--- config.mk ---
export PLATFORM = sky130hd
export DESIGN_NAME = bracket_class_bitmap_parser_core
export DESIGN_NICKNAME = d
export VERILOG_FILES = /design/src/rtl/bcbp_pkg.sv /design/src/rtl/bcbp_front.sv /design/src/rtl/bcbp_queue.sv /design/src/rtl/bcbp_back.sv /design/src/rtl/bracket_class_bitmap_parser_core.sv
export SDC_FILE = /design/constraint.sdc
export NUM_CORES = 1
export LEC_CHECK = 0
export BUFFER_PORTS_ARGS = -buffer_cell sky130_fd_sc_hd__buf_2
export CAP_MARGIN = 20
export CORE_AREA = 2 2 235 295
export DETAILED_ROUTE_END_ITERATION = 12
export DIE_AREA = 0 0 237 297
export PLACE_DENSITY = 0.59
export SLEW_MARGIN = 20
export SYNTH_ARGS = -nofsm -noshare
export SYNTH_HDL_FRONTEND = slang
export SYNTH_HIERARCHICAL = 1
export SYNTH_SLANG_ARGS = --single-unit
--- constraint.sdc ---
create_clock -name clk_i -period 18.67 [get_ports clk_i]
set_clock_uncertainty 0.1 [all_clocks]
set_input_delay 1.867 -clock clk_i [delete_from_list [all_inputs] [get_ports clk_i]]
set_output_delay 1.867 -clock clk_i [all_outputs]
set_load 0.05 [all_outputs]
--- src/rtl/bcbp_pkg.sv ---
// Shared types and constants for the bracket class bitmap parser.
package bcbp_pkg;

  // Byte codes the parser reacts to
  localparam logic [7:0] ChNul      = 8'h00;
  localparam logic [7:0] ChRBracket = 8'h5D;
  localparam logic [7:0] ChDash     = 8'h2D;
  localparam logic [7:0] ChLowN     = 8'h6E;
  localparam logic [7:0] ChLowT     = 8'h74;
  localparam logic [7:0] ChLowD     = 8'h64;
  localparam logic [7:0] ChUpD      = 8'h44;
  localparam logic [7:0] ChLowS     = 8'h73;
  localparam logic [7:0] ChUpS      = 8'h53;
  localparam logic [7:0] ChLowW     = 8'h77;
  localparam logic [7:0] ChUpW      = 8'h57;
  localparam logic [7:0] ChNewline  = 8'h0A;
  localparam logic [7:0] ChTab      = 8'h09;
  localparam logic [7:0] EscReset   = 8'h5C;

  // Class masks: word 0 covers bytes 0-63, word 1 bytes 64-127
  localparam logic [63:0] DigitW0 = 64'h03FF_0000_0000_0000;
  localparam logic [63:0] SpaceW0 = 64'h0000_0001_0000_3E00;
  localparam logic [63:0] WordW1  = 64'h07FF_FFFE_87FF_FFFE;

  typedef enum logic [2:0] {
    ST_OK        = 3'd0,
    ST_BAD_START = 3'd1,
    ST_BAD_END   = 3'd2,
    ST_MIXED     = 3'd3,
    ST_ORDER     = 3'd4,
    ST_UNCLOSED  = 3'd5
  } status_e;

  typedef enum logic [1:0] {
    ACT_NONE,
    ACT_SET,
    ACT_RANGE,
    ACT_CLASS
  } act_e;

  typedef enum logic [1:0] {
    CLS_DIGIT,
    CLS_SPACE,
    CLS_WORD
  } cls_e;

  typedef enum logic [1:0] {
    KIND_OTHER,
    KIND_DIGIT,
    KIND_LOWER,
    KIND_UPPER
  } kind_e;

  // One queued command: optional clear, at most one bitmap update, optional result
  typedef struct packed {
    logic       clear;
    act_e       act;
    logic [7:0] lo;
    logic [7:0] hi;
    cls_e       cls;
    logic       inv;
    logic       emit;
    status_e    status;
    logic       neg;
  } op_t;

  function automatic kind_e kind_of(input logic [7:0] b);
    kind_e k;
    k = KIND_OTHER;
    if (b >= 8'h30 && b <= 8'h39) k = KIND_DIGIT;
    else if (b >= 8'h61 && b <= 8'h7A) k = KIND_LOWER;
    else if (b >= 8'h41 && b <= 8'h5A) k = KIND_UPPER;
    return k;
  endfunction

endpackage

--- src/rtl/bcbp_front.sv ---
// Front end: tracks the parse phase and turns bytes into queued commands.
module bcbp_front import bcbp_pkg::*; (
  input  logic       clk_i,
  input  logic       rst_ni,
  input  logic       cfg_valid_i,
  output logic       cfg_ready_o,
  input  logic [7:0] cfg_data_i,
  input  logic       in_valid_i,
  output logic       in_ready_o,
  input  logic [7:0] class_byte_i,
  input  logic       open_class_i,
  input  logic       negated_open_i,
  input  logic       q_full_i,
  output logic       q_push_o,
  output op_t        q_op_o
);

  typedef enum logic [2:0] {
    PH_IDLE,
    PH_NORMAL,
    PH_HELD,
    PH_RANGE,
    PH_ESC
  } phase_e;

  phase_e     phase_q, phase_d;
  logic [7:0] held_q, held_d;
  logic       neg_q, neg_d;
  logic [7:0] esc_q;
  op_t        op;
  kind_e      kl, kh;
  logic       take;

  assign cfg_ready_o = 1'b1;
  assign in_ready_o  = ~q_full_i;
  assign take        = in_valid_i & in_ready_o;

  assign kl = kind_of(held_q);
  assign kh = kind_of(class_byte_i);

  // Decode one byte against the current phase
  always_comb begin
    phase_e ph;
    ph      = open_class_i ? PH_NORMAL : phase_q;
    neg_d   = open_class_i ? negated_open_i : neg_q;
    held_d  = open_class_i ? 8'h00 : held_q;
    phase_d = ph;
    op        = '0;
    op.clear  = open_class_i;
    op.act    = ACT_NONE;
    op.cls    = CLS_DIGIT;
    op.status = ST_OK;
    op.neg    = neg_d;
    op.lo     = held_d;
    op.hi     = class_byte_i;
    case (ph)
      PH_NORMAL, PH_HELD: begin
        if (ph == PH_HELD && class_byte_i == ChDash) begin
          phase_d = PH_RANGE;
        end else begin
          if (ph == PH_HELD) op.act = ACT_SET;
          // fresh byte with nothing held
          if (class_byte_i == ChNul) begin
            op.emit = 1'b1; op.status = ST_UNCLOSED; phase_d = PH_IDLE;
          end else if (class_byte_i == ChRBracket) begin
            op.emit = 1'b1; op.status = ST_OK; phase_d = PH_IDLE;
          end else if (class_byte_i == esc_q) begin
            phase_d = PH_ESC;
          end else begin
            held_d  = class_byte_i;
            phase_d = PH_HELD;
          end
        end
      end
      PH_RANGE: begin
        if (kl == KIND_OTHER)       op.status = ST_BAD_START;
        else if (kh == KIND_OTHER)  op.status = ST_BAD_END;
        else if (kl != kh)          op.status = ST_MIXED;
        else if (held_q >= class_byte_i) op.status = ST_ORDER;
        if (op.status != ST_OK) begin
          op.emit = 1'b1;
          phase_d = PH_IDLE;
        end else begin
          op.act  = ACT_RANGE;
          phase_d = PH_NORMAL;
        end
      end
      PH_ESC: begin
        phase_d = PH_NORMAL;
        op.lo   = class_byte_i;
        op.act  = ACT_SET;
        case (class_byte_i)
          ChNul: begin
            op.act = ACT_NONE; op.emit = 1'b1; op.status = ST_UNCLOSED;
            phase_d = PH_IDLE;
          end
          ChLowN:  op.lo = ChNewline;
          ChLowT:  op.lo = ChTab;
          ChLowD:  begin op.act = ACT_CLASS; op.cls = CLS_DIGIT; end
          ChUpD:   begin op.act = ACT_CLASS; op.cls = CLS_DIGIT; op.inv = 1'b1; end
          ChLowS:  begin op.act = ACT_CLASS; op.cls = CLS_SPACE; end
          ChUpS:   begin op.act = ACT_CLASS; op.cls = CLS_SPACE; op.inv = 1'b1; end
          ChLowW:  begin op.act = ACT_CLASS; op.cls = CLS_WORD; end
          ChUpW:   begin op.act = ACT_CLASS; op.cls = CLS_WORD; op.inv = 1'b1; end
          default: op.lo = class_byte_i;
        endcase
      end
      default: phase_d = PH_IDLE;
    endcase
  end

  // Only beats that change the bitmap or emit go to the queue
  assign q_op_o   = op;
  assign q_push_o = take & (op.clear | op.emit | (op.act != ACT_NONE));

  // Phase, held byte, flag and escape register
  always_ff @(posedge clk_i or negedge rst_ni) begin
    if (!rst_ni) begin
      phase_q <= PH_IDLE;
      held_q  <= 8'h00;
      neg_q   <= 1'b0;
      esc_q   <= EscReset;
    end else begin
      if (cfg_valid_i) esc_q <= cfg_data_i;
      if (take) begin
        phase_q <= phase_d;
        held_q  <= held_d;
        neg_q   <= neg_d;
      end
    end
  end

endmodule

--- src/rtl/bcbp_queue.sv ---
// Small FIFO of commands between front end and bitmap back end.
module bcbp_queue import bcbp_pkg::*; #(
  parameter int Depth = 2
) (
  input  logic clk_i,
  input  logic rst_ni,
  input  logic push_i,
  input  op_t  push_op_i,
  output logic full_o,
  input  logic pop_i,
  output logic empty_o,
  output op_t  pop_op_o
);

  localparam int PtrW = (Depth > 1) ? $clog2(Depth) : 1;
  localparam int CntW = $clog2(Depth + 1);
  localparam logic [PtrW-1:0] LastPtr = PtrW'(Depth - 1);
  localparam logic [CntW-1:0] FullCnt = CntW'(Depth);

  op_t            slot_q [Depth];
  logic [PtrW-1:0] wr_q, rd_q;
  logic [CntW-1:0] cnt_q;

  assign full_o   = (cnt_q == FullCnt);
  assign empty_o  = (cnt_q == '0);
  assign pop_op_o = slot_q[rd_q];

  always_ff @(posedge clk_i) begin
    if (push_i) slot_q[wr_q] <= push_op_i;
  end

  always_ff @(posedge clk_i or negedge rst_ni) begin
    if (!rst_ni) begin
      wr_q  <= '0;
      rd_q  <= '0;
      cnt_q <= '0;
    end else begin
      if (push_i) wr_q <= (wr_q == LastPtr) ? '0 : wr_q + 1'b1;
      if (pop_i)  rd_q <= (rd_q == LastPtr) ? '0 : rd_q + 1'b1;
      if (push_i && !pop_i)      cnt_q <= cnt_q + 1'b1;
      else if (pop_i && !push_i) cnt_q <= cnt_q - 1'b1;
    end
  end

endmodule

--- src/rtl/bcbp_back.sv ---
// Back end: applies queued commands to the 256-bit bitmap and holds the result beat.
module bcbp_back import bcbp_pkg::*; (
  input  logic         clk_i,
  input  logic         rst_ni,
  input  logic         q_empty_i,
  input  op_t          q_op_i,
  output logic         q_pop_o,
  output logic         out_valid_o,
  input  logic         out_ready_i,
  output logic [255:0] out_bits_o,
  output logic         out_neg_o,
  output status_e      out_status_o
);

  logic [3:0][63:0] bits_q, bits_d, mask;
  logic [63:0]      w0, w1, rng;
  logic             out_valid_q;
  logic [255:0]     out_bits_q;
  logic             out_neg_q;
  status_e          out_status_q;

  // Pop unless the command emits and the result slot stays occupied
  assign q_pop_o = ~q_empty_i & (~q_op_i.emit | ~out_valid_q | out_ready_i);

  // Range bits inside one 64-bit word
  assign rng = ({64{1'b1}} << q_op_i.lo[5:0]) & ({64{1'b1}} >> (6'd63 - q_op_i.hi[5:0]));

  // Mask for this command
  always_comb begin
    mask = '0;
    w0   = DigitW0;
    w1   = '0;
    case (q_op_i.cls)
      CLS_SPACE: w0 = SpaceW0;
      CLS_WORD:  w1 = WordW1;
      default:   w0 = DigitW0;
    endcase
    case (q_op_i.act)
      ACT_SET:   mask[q_op_i.lo[7:6]][q_op_i.lo[5:0]] = 1'b1;
      ACT_RANGE: mask[q_op_i.lo[7:6]] = rng;
      ACT_CLASS: begin
        if (q_op_i.inv) mask = {{64{1'b1}}, {64{1'b1}}, ~w1, ~w0};
        else            mask = {64'h0, 64'h0, w1, w0};
      end
      default:   mask = '0;
    endcase
  end

  assign bits_d = (q_op_i.clear ? '0 : bits_q) | mask;

  // Bitmap and output register
  always_ff @(posedge clk_i or negedge rst_ni) begin
    if (!rst_ni) begin
      bits_q      <= '0;
      out_valid_q <= 1'b0;
    end else begin
      if (q_pop_o) bits_q <= bits_d;
      if (q_pop_o && q_op_i.emit)  out_valid_q <= 1'b1;
      else if (out_ready_i)        out_valid_q <= 1'b0;
    end
  end

  always_ff @(posedge clk_i) begin
    if (q_pop_o && q_op_i.emit) begin
      out_bits_q   <= (q_op_i.status == ST_OK) ? bits_d : '0;
      out_neg_q    <= q_op_i.neg;
      out_status_q <= q_op_i.status;
    end
  end

  assign out_valid_o  = out_valid_q;
  assign out_bits_o   = out_bits_q;
  assign out_neg_o    = out_neg_q;
  assign out_status_o = out_status_q;

endmodule

--- src/rtl/bracket_class_bitmap_parser_core.sv ---
// Top level of the bracket class bitmap parser.
// A class result is registered in the command queue, then in the output register.
// Throughput: one byte per cycle; the front end decodes in the accept cycle and the back
// end applies one queued command per cycle, set by the single bitmap update path.
// A stalled output stalls input only once the command queue fills.
// Reset (async, active low): idle until an open beat, bitmap clear, escape byte 0x5C.
module bracket_class_bitmap_parser_core import bcbp_pkg::*; #(
  parameter int QueueDepth = 2
) (
  input  logic         clk_i,
  input  logic         rst_ni,
  input  logic         cfg_valid_i,
  output logic         cfg_ready_o,
  input  logic [7:0]   cfg_data_i,     // escape_byte
  input  logic         s_axis_tvalid_i,
  output logic         s_axis_tready_o,
  input  logic [7:0]   s_axis_tdata_i, // [7:0] class_byte
  input  logic [1:0]   s_axis_tuser_i, // [0] open_class, [1] negated_open
  output logic         m_axis_tvalid_o,
  input  logic         m_axis_tready_i,
  output logic [255:0] m_axis_tdata_o, // class_word0..3, 64 bits each from bit 0
  output logic [3:0]   m_axis_tuser_o  // [0] class_negated, [3:1] parse_status
);

  logic    q_push, q_pop, q_full, q_empty;
  op_t     push_op, pop_op;
  logic    out_neg;
  status_e out_status;

  bcbp_front u_front (
    .clk_i          (clk_i),
    .rst_ni         (rst_ni),
    .cfg_valid_i    (cfg_valid_i),
    .cfg_ready_o    (cfg_ready_o),
    .cfg_data_i     (cfg_data_i),
    .in_valid_i     (s_axis_tvalid_i),
    .in_ready_o     (s_axis_tready_o),
    .class_byte_i   (s_axis_tdata_i),
    .open_class_i   (s_axis_tuser_i[0]),
    .negated_open_i (s_axis_tuser_i[1]),
    .q_full_i       (q_full),
    .q_push_o       (q_push),
    .q_op_o         (push_op)
  );

  bcbp_queue #(.Depth(QueueDepth)) u_queue (
    .clk_i     (clk_i),
    .rst_ni    (rst_ni),
    .push_i    (q_push),
    .push_op_i (push_op),
    .full_o    (q_full),
    .pop_i     (q_pop),
    .empty_o   (q_empty),
    .pop_op_o  (pop_op)
  );

  bcbp_back u_back (
    .clk_i        (clk_i),
    .rst_ni       (rst_ni),
    .q_empty_i    (q_empty),
    .q_op_i       (pop_op),
    .q_pop_o      (q_pop),
    .out_valid_o  (m_axis_tvalid_o),
    .out_ready_i  (m_axis_tready_i),
    .out_bits_o   (m_axis_tdata_o),
    .out_neg_o    (out_neg),
    .out_status_o (out_status)
  );

  assign m_axis_tuser_o = {out_status, out_neg};

endmodule

==> results.yml <==
final_layout:
  layout.core_utilization_pct: 45.18
  insertedDiodeCount: 0
  synthToLayoutAreaGrowth_pct: 14.38
  drive_gt1_share_pct: 23.14
  nets: 2355
  layout.cells.most_common: "sky130_fd_sc_hd__edfxtp_1"
  final_cell_mix: "sky130_fd_sc_hd__edfxtp_1 (310), sky130_fd_sc_hd__buf_2 (283), sky130_fd_sc_hd__dfrtp_1 (277)"
clocking:
  postCtsSetupRepairBufs: 0
  cts_tree: "done"
  number_of_clock_buffers_inserted_by_tritoncts: 58
  cts_resized: 0
  worstSkewPairLatency_ns: 0.62
  cts.reportedPaths.clkPinSlew_ns: 0.07
  clock-root-buffer: "sky130_fd_sc_hd__clkbuf_16"
  clock_sink_count: 591
  cts_hold_buf: 0
  cts.path.max_buffers: 3
  cts_max_level: 2
worst_setup_path:
  crit_required_ns: 19.14
  critical_path_source_type: "input port"
  regToRegSetupSlack_ns: 13.84
  rr_startpoint: "u_queue/rd_q"
  worstPathMaxFanout: 93
  endpoint_kind: "register"
  r2r.worst_path.cells: 8
  path_class: "input port to register"
  r2r_end: "u_back/bits_q[127]"
  arrival_ns: 5.80
sta:
  min_period_over_period_pct: 28.55
  min_period_ns: 5.331
  timing.final.hold_violations: 0
  maxSlewHeadroom_pct: 9.315
  setup_viol: 0
  final.hold.worst_slack_ns: 0.3829
  rsz0062_at_grt: "no"
  fmaxAchievable_mhz: 187.6
  setup_ws_ns: 13.34
  final-max-slew-violation-count: 0
  totalNegativeSetupSlack_ns: 0
  worstMarginPinSlew_ns: 1.360
job:
  max_cap_violations: 0
floorplanning:
  design.die.area_um2: 70390
  die_width_um: 237
  placement_rows: 107
  floorplan.initialDensity_pct: 39.50
  placeableCoreArea_um2: 67610
  die_height_um: 297
  io-pin-count: 286
routing:
  drc: 0
  route.final.wire_length_mm: 87.36
  via_per_inst: 6.257
  route.antenna.remaining_nets: 0
  via_count: 20300
  detail_route.iter0.violations: 2078
  drtPass1Iterations: 6
  route.detailed.wl_per_inst_um: 26.92
placed_design:
  gp_routability_congestion: 0.9484
  post-dp-hpwl_mm: 56.10
  placement.io_buffers: 284
  place_worst_setup_slack_ns: 12.83
yosys:
  post_synth_inst_count: 2175
  ys_warn_count: 6
  synthesis.area_per_instance_um2: 12.28
  synth.net_count: 2207
  synth_area_um2: 26710
global_route:
  grt_start_max_net_pins: 185
  first_global_vias: 19860
  total_global_routing_overflow: 0
  grt_antenna_before_repair: 0
  grt_util_all_layers_pct: 24.29
  first_pass_grt_wire_length_mm: 130.4
status:
  status: "completed"
hold_path:
  hp-start: "u_back/bits_q[121]"
  whs_endpoint: "u_back/bits_q[121]"
  holdCritPathClass: "register to register"
  worst_hold_path.num_cells: 2
power:
  pwr_density_cell_nw_per_um2: 206.9
  peak_supply_drop_mv: 0.1235
  report.power.total_w: 0.006321
  power_leakage_nw: 11.90
area by class of cell:
type / count / area (um^2)
Tap cell: 872 / 1091
Timing Repair Buffer: 319 / 1730
Clock inverter: 40 / 506.7
Sequential cell: 591 / 16350
Inverter: 23 / 88.84
Fill cell: 6167 / 37060
Clock buffer: 70 / 1516
Multi-Input combinational cell: 1330 / 9266
metal layers:
layer | track usage [%] | vias up | wire [um]
met4 | 10.67 | 0 | 3968
li1 | - | 8806 | -
met1 | 32.55 | 10280 | 35520
met2 | 39.24 | 1033 | 41880
met3 | 3.638 | 181 | 5997
met5 | 0 | - | 0
stage by stage:
stage | instances | instance area, um^2
4_1_cts | 3244 | 30500
2_1_floorplan | 2175 | 26710
5_1_grt | 3245 | 30550
3_3_place_gp | 3133 | 28460
3_5_place_dp | 3134 | 28470
6_report | 3245 | 30550
power by group:
| part | switching (W) | total (W) | internal [W] | leakage [nW] |
|---|---|---|---|---|
| Combinational | 0.00222 | 0.00292 | 0.000700 | 4.27 |
| Clock | 0.000523 | 0.00123 | 0.000711 | 0.964 |
| Sequential | 0.000211 | 0.00217 | 0.00196 | 6.67 |
how the worst max path moves through the flow:
stage,from,end,slack [ns],cells after the start
2_1_floorplan,m_axis_tready_i,u_back/out_bits_o[0],9.63,4
6_report,m_axis_tready_i,u_back/bits_q[127],13.34,8
4_1_cts,m_axis_tready_i,u_back/bits_q[181],13.52,8
3_3_place_gp,m_axis_tready_i,u_back/bits_q[106],13.04,9
3_5_place_dp,m_axis_tready_i,u_back/bits_q[205],12.83,8
5_1_grt,m_axis_tready_i,u_back/bits_q[206],13.22,8
critical path, stage by stage:
cell	delay, ns
sky130_fd_sc_hd__buf_2	0.10
sky130_fd_sc_hd__inv_1	0.09
sky130_fd_sc_hd__a31o_2	0.23
sky130_fd_sc_hd__clkinv_1	0.39
sky130_fd_sc_hd__nand2_4	0.79
sky130_fd_sc_hd__buf_4	0.88
sky130_fd_sc_hd__buf_4	0.91
sky130_fd_sc_hd__a221o_1	0.30
registers in the layout, summed over array words and instances (netlist names):
register and cells:
u_back/out_valid_o 1, u_back/out_bits_o 256, u_front/neg_q 1, u_queue/slot_q 50
u_back/bits_q 256, u_front/phase_q 3, u_front/held_q 8, u_queue/rd_q 1
u_back/out_status_o 3, u_front/esc_q 8, u_back/out_neg_o 1, u_queue/wr_q 1
u_queue/cnt_q 2
No activity file was read; power rests on OpenSTA's default activity.
